`src/ieu_pkg.sv`:
```
package ieu_pkg;

	localparam int RegCount = 16;
	localparam int RegAw = $clog2(RegCount);

	typedef enum logic [3:0] {
		OP_MOV_REG = 4'd0,
		OP_MOV_MEM = 4'd1,
		OP_MOV_IMM = 4'd2,
		OP_SUB_REG = 4'd3,
		OP_SUB_IMM = 4'd4,
		OP_STORE   = 4'd5,
		OP_JMP     = 4'd6,
		OP_JNZ     = 4'd7,
		OP_JZ      = 4'd8,
		OP_HALT    = 4'd9,
		OP_INTPT   = 4'd10,
		OP_RD_RET  = 4'd11,
		OP_INVALID = 4'd12
	} op_t;

	localparam logic [1:0] REQ_NONE  = 2'd0;
	localparam logic [1:0] REQ_READ  = 2'd1;
	localparam logic [1:0] REQ_WRITE = 2'd2;

	localparam logic [1:0] ST_RUN     = 2'd0;
	localparam logic [1:0] ST_HALT    = 2'd1;
	localparam logic [1:0] ST_DUMP    = 2'd2;
	localparam logic [1:0] ST_INVALID = 2'd3;

	localparam logic [7:0] INT_DUMP  = 8'h80;
	localparam logic [7:0] INT_COUNT = 8'h81;

	typedef struct packed {
		logic [3:0]  op;
		logic [63:0] code_bytes;
		logic [7:0]  code_byte_nine;
		logic [63:0] read_data;
		logic        read_fault;
	} in_item_t;

	typedef struct packed {
		logic [1:0]  mem_request;
		logic [63:0] mem_address;
		logic [1:0]  mem_size;
		logic [63:0] write_data;
		logic [63:0] ip_value;
		logic [3:0]  flags_value;
		logic [1:0]  status;
	} out_item_t;

	function automatic logic [63:0] size_mask(input logic [1:0] s);
		unique case (s)
			2'd0: size_mask = 64'hff;
			2'd1: size_mask = 64'hffff;
			2'd2: size_mask = 64'hffff_ffff;
			default: size_mask = '1;
		endcase
	endfunction

	function automatic logic [63:0] sext32(input logic [31:0] v);
		sext32 = {{32{v[31]}}, v};
	endfunction

endpackage

```
`src/ieu_queue.sv`:
```
module ieu_queue (
	input  logic              clk,
	input  logic              arst_n,
	input  logic              in_valid,
	output logic              in_ready,
	input  ieu_pkg::in_item_t in_data,
	output logic              out_valid,
	input  logic              out_ready,
	output ieu_pkg::in_item_t out_data
);
	import ieu_pkg::*;

	// two-entry skid queue between front and back
	in_item_t   mem_q [2];
	logic       wr_q, rd_q;
	logic [1:0] cnt_q;
	logic       push, pop;

	assign in_ready  = (cnt_q != 2'd2);
	assign out_valid = (cnt_q != 2'd0);
	assign out_data  = mem_q[rd_q];
	assign push = in_valid && in_ready;
	assign pop  = out_valid && out_ready;

	always_ff @(posedge clk) begin
		if (push) mem_q[wr_q] <= in_data;
	end

	always_ff @(posedge clk or negedge arst_n) begin
		if (!arst_n) begin
			wr_q <= 1'b0;
			rd_q <= 1'b0;
			cnt_q <= 2'd0;
		end else begin
			if (push) wr_q <= ~wr_q;
			if (pop) rd_q <= ~rd_q;
			cnt_q <= cnt_q + {1'b0, push} - {1'b0, pop};
		end
	end

	assert property (@(posedge clk) disable iff (!arst_n) cnt_q != 2'd3)
		else $error("queue count out of range");
	assert property (@(posedge clk) disable iff (!arst_n)
		(cnt_q == 2'd2 && !pop) |=> cnt_q == 2'd2)
		else $error("full queue lost an entry");
	assert property (@(posedge clk) disable iff (!arst_n)
		(cnt_q == 2'd0) |-> (wr_q == rd_q))
		else $error("empty queue pointers differ");
endmodule

```
`config.mk`:
```
export PLATFORM = sky130hd
export DESIGN_NAME = ieu_queue
export DESIGN_NICKNAME = d
export VERILOG_FILES = /design/src/ieu_pkg.sv /design/src/ieu_queue.sv
export SDC_FILE = /design/constraint.sdc
export NUM_CORES = 1
export LEC_CHECK = 0
export ABC_AREA = 1
export BUFFER_PORTS_ARGS = -buffer_cell sky130_fd_sc_hd__buf_2
export CAP_MARGIN = 10
export CELL_PAD_IN_SITES_DETAIL_PLACEMENT = 0
export CELL_PAD_IN_SITES_GLOBAL_PLACEMENT = 1
export CORE_MARGIN = 2
export CORE_UTILIZATION = 41
export CTS_CLUSTER_DIAMETER = 100
export DETAILED_ROUTE_END_ITERATION = 10
export PLACE_DENSITY_LB_ADDON = 0.08
export SLEW_MARGIN = 10
export SYNTH_ARGS = -nofsm -noshare
export SYNTH_HDL_FRONTEND = slang
export SYNTH_SLANG_ARGS = --single-unit
```
`constraint.sdc`:
```
create_clock -name clk -period 8.83 [get_ports clk]
set_input_delay 1.766 -clock clk [delete_from_list [all_inputs] [get_ports clk]]
set_output_delay 1.766 -clock clk [all_outputs]
set_load 0.005 [all_outputs]
```
# --- Word-level counts from Yosys, hierarchy flattened ---
# Memories as Yosys holds them, arrays and structs flattened.
# Cells that the tools add are included.
word_totals:
  ff_bits: 4
  latchBits: 0
  ramBits: 282
  romBits: 0
  in_bits: 145
  output_inout_bits: 143
  memories: 1
mem_list:
  columns: ["memory", "depth", "width", "rd", "rd_clocked_by_memory_dff", "wr", "line", "rtl"]
  rows:
  - ["mem_q", 2, 141, 1, 0, 1, "ieu_queue.sv:14", "in_item_t mem_q [2];"]
classes:
  n_addsub: 2
  mul: 0
  div_mod_pow: 0
  order_cmp: 0
  n_eq_ne: 1
  shift: 0
  muxes: 2
  bitwise: 2
  reduce_logical: 3
op_table:
  columns: ["cell", "count"]
  rows:
  - ["$add A2 B1 Y2", 1]
  - ["$logic_and A1 B1 Y1", 2]
  - ["$mux W1", 2]
  - ["$ne A2 B2 Y1 const B", 1]
  - ["$not A1 Y1", 2]
  - ["$reduce_bool A2 Y1", 1]
  - ["$sub A2 B1 Y2", 1]

# --- Longest topological paths before layout ---
depth:
  word_depth: 4
  depth_mapped: 10
  depth_no_buf: 10

# --- Least setup slack after synthesis ---
# OpenSTA, ideal clock, no wires.
synth_path:
  kind: "input port to flip-flop"
  startpoint: "input in_valid"
  endpoint: "memory mem_q[1][0] in the netlist's numbering, enable pin"
  setup_time_ns: 0.643
  t_arrival_ns: 7.705
  setup_slack_ns: 0.482
  path_stages: 2
  cell_sequence: "nand2_1 -> nor2_1"
synth_between:
  elab_chain_cells: 3
synth_rtl:
  columns: ["item", "line", "rtl"]
  rows:
  - ["from (decl)", "ieu_queue.sv:4", "input logic in_valid,"]
  - ["$logic_and A1 B1 Y1", "ieu_queue.sv:22", "assign push = in_valid && in_ready;"]
  - ["$mux W1", "ieu_queue.sv:26", "if (push) mem_q[wr_q] <= in_data;"]
  - ["$mux W1 (not written as such)", "ieu_queue.sv:26", null]
  - ["to (decl)", "ieu_queue.sv:14", null]
# No other way between the ends.

==> metrics.yaml <==
run_status:
  status: "complete, no violations"
worst_setup_path:
  rr_startpoint: "cnt_q[1]"
  crit_path_frequent_cell: "nand2_1"
  ff2ff_path_depth: 4
  worstPathCellList: "inv_4 > buf_4 > nand2_1 > nand2_1 > buf_2"
  cp_slowest_cell: "buf_4"
  critPathArrivalTime_ps: 2790
  reg2reg_slack_ps: 6210
  crit_fanout: 83
  rr_endpoint: "mem_q[0][107]"
  setup.worst_path.end_class: "output port"
  critical_path_required_ps: 7060
  start_kind: "flip-flop"
  criticalPathCategory: "reg -> out"
  cpPeakStageDelay_ps: 820
routing:
  vias: 6378
  dr.pass1.iters: 4
  ant_nets: 0
  drt_iter0_markers: 348
  wire_per_inst_um: 15.7
  drt_drc_violations_left: 0
  avgViaCountPerCell: 4.50
  drt_wl_total_mm: 22.3
placed_design:
  portBuffers: 287
  dp.cells: 1359
  place_hpwl_mm: 13.6
  routabilityCongestion: 0.761
synth:
  syn_area_mm2: 0.0105
  yosysSeqAreaShare_pct: 81.6
  yosysWarnings: 0
  ys_ff_latch: 286
  avgSynthCellArea_um2: 13.7
  syn_nets: 915
  postSynthCellCount: 768
  yosys.cell_types.count: 11
clocking:
  ctsResizeCount: 0
  cts_hold_buf: 0
  numClockSinks: 286
  cts-root-buf: "clkbuf_16"
  clk-insertion-delay-late_ps: 540
  cts_setup_buffers: 0
  numCtsBuffers: 30
  cts_buffer_depth: 3
  cts_tree: "yes"
  clk_pin_slew_ps: 60
  htreeDepth: 1
layout:
  fillCellCount: 2173
  multi_input_area_mm2: 0.00169
  area_delta_synth_final_pct: 25.9
  final_net_count: 1208
  finalNonFillerCells: 1418
  seqCellArea_mm2: 0.00857
  drive_above_1_share_pct: 31.5
timing:
  fin_crit_sh_pct: 51.6
  max_slew_margin_pct: 30.7
  tightest_slew_ps: 1040
  skew_ps: 19.2
  rsz0062_at_grt: "false"
  max_freq_mhz: 219
  finalCriticalPeriod_ps: 4560
  hold_violations: 0
  drv_slew: 0
  final.setup.tns_ps: 0
  finalSetupViolations: 0
floorplanning:
  placeableCoreArea_mm2: 0.0252
  start_util_pct: 41.7
  die_y_um: 164
  die_w_um: 164
  rows: 58
  die-area_mm2: 0.0269
  io_pins: 288
power:
  power.leakage_uw: 0.00569
  p_per_area_mw_per_mm2: 335
  vdd_drop_max_mv: 0.185
min_path:
  whs_endpoint: "wr_q"
  hp-class: "reg -> reg"
  holdPathStages: 2
  hp-start: "wr_q"
global_routing:
  grt_start_max_net_pins: 121
  top_usage_layer: "met2"
  grt_pass1_wl_mm: 32.5
  use_met1_pct: 19.6
  antenna_found_initial: 7
  use_met2_pct: 26.3
  grt_use_total_pct: 15.9
  grt_pass1_vias: 5992
  grt-ovfl-total: 0
  use_met3_pct: 5.96
job:
  drv_cap: 0
-- cell type report --
| class | count | share of cell area, % |
|---|---|---|
| clock inverter | 16 | 1.60 |
| multi-input combinational | 442 | 12.8 |
| inverter | 9 | 0.312 |
| antenna | 4 | 0.0757 |
| clock buffer | 39 | 6.09 |
| tap | 330 | 3.12 |
| sequential | 286 | 64.8 |
| timing repair buffer | 292 | 11.2 |
-- cells in the mapped netlist --
cell / count / area (um^2)
nand3_1: 3 / 15.0
ha_1: 2 / 25.0
buf_4: 1 / 7.51
inv_1: 8 / 30.0
nand2_1: 436 / 1640
nor2_1: 1 / 3.75
dfrtp_1: 4 / 100
edfxtp_1: 282 / 8470
inv_4: 1 / 6.26
buf_6: 10 / 113
buf_2: 20 / 100
-- worst max-delay path: cells and delay by family, from the launching register on --
kind | cells | cell delay, ps
buf+inv | 3 | 1420
flops | 1 | 480
simple gates | 2 | 240
-- sequential cells by signal, summed over array words and instances (netlist names) --
register  flops
cnt_q         2
mem_q       282
rd_q          1
wr_q          1
-- layout by cell type, fill, tap and decap left out, types with 2 or more instances in the layout --
cell and count:
buf_4 4, diode_2 4, inv_1 7, edfxtp_1 282
clkbuf_16 31, clkinv_2 7, bufinv_16 5, dfrtp_1 3
clkinvlp_4 3, nand3_1 3, buf_2 287, ha_1 2
nand2_1 436, clkbuf_1 8
-- stage by stage --
step / setup WS [ps] / utilization [%] / hold slack (ps) / total power (uW) / instance area (um^2)
floorplan: 482 / - / 442 / 2700 / 10500
global placement: 4730 / 48.4 / 458 / 3230 / 12200
detailed placement: 4750 / 48.4 / 461 / 3220 / 12200
CTS: 4150 / 52.5 / 477 / 4510 / 13200
global route: 4010 / 52.5 / 490 / 4710 / 13200
finish: 4270 / 52.5 / 476 / 4430 / 13200
-- worst max path at each step --
stage	startpoint	endpoint	slack, ps	cells past startpoint
after floorplan	in_valid	mem_q[1][0]	480	2
after global placement	rd_q	out_data[125]	4730	5
after detailed placement	rd_q	out_data[128]	4750	5
after CTS	rd_q	out_data[128]	4150	5
after global routing	rd_q	out_data[125]	4010	5
final	rd_q	out_data[48]	4270	5
-- power breakdown --
part	switching (uW)	total, uW	internal (uW)	leakage, uW
clock network	484	1270	786	0.000492
registers	59.3	1910	1850	0.00267
logic	823	1240	419	0.00253
total	1370	4430	3060	0.00569
-- routing by layer --
layer / vias up / wire length [um]
li1: 3184 / -
met1: 2916 / 8920
met2: 217 / 10500
met3: 53 / 2160
met4: 8 / 622
met5: - / 46
-- kinds of logic after synthesis --
logic type | synth area share (%)
fa+ha+maj | 0.238
buf+inv | 2.44
flops | 81.6
simple gates | 15.8
Note: power is estimated with default switching activity, not from simulation.
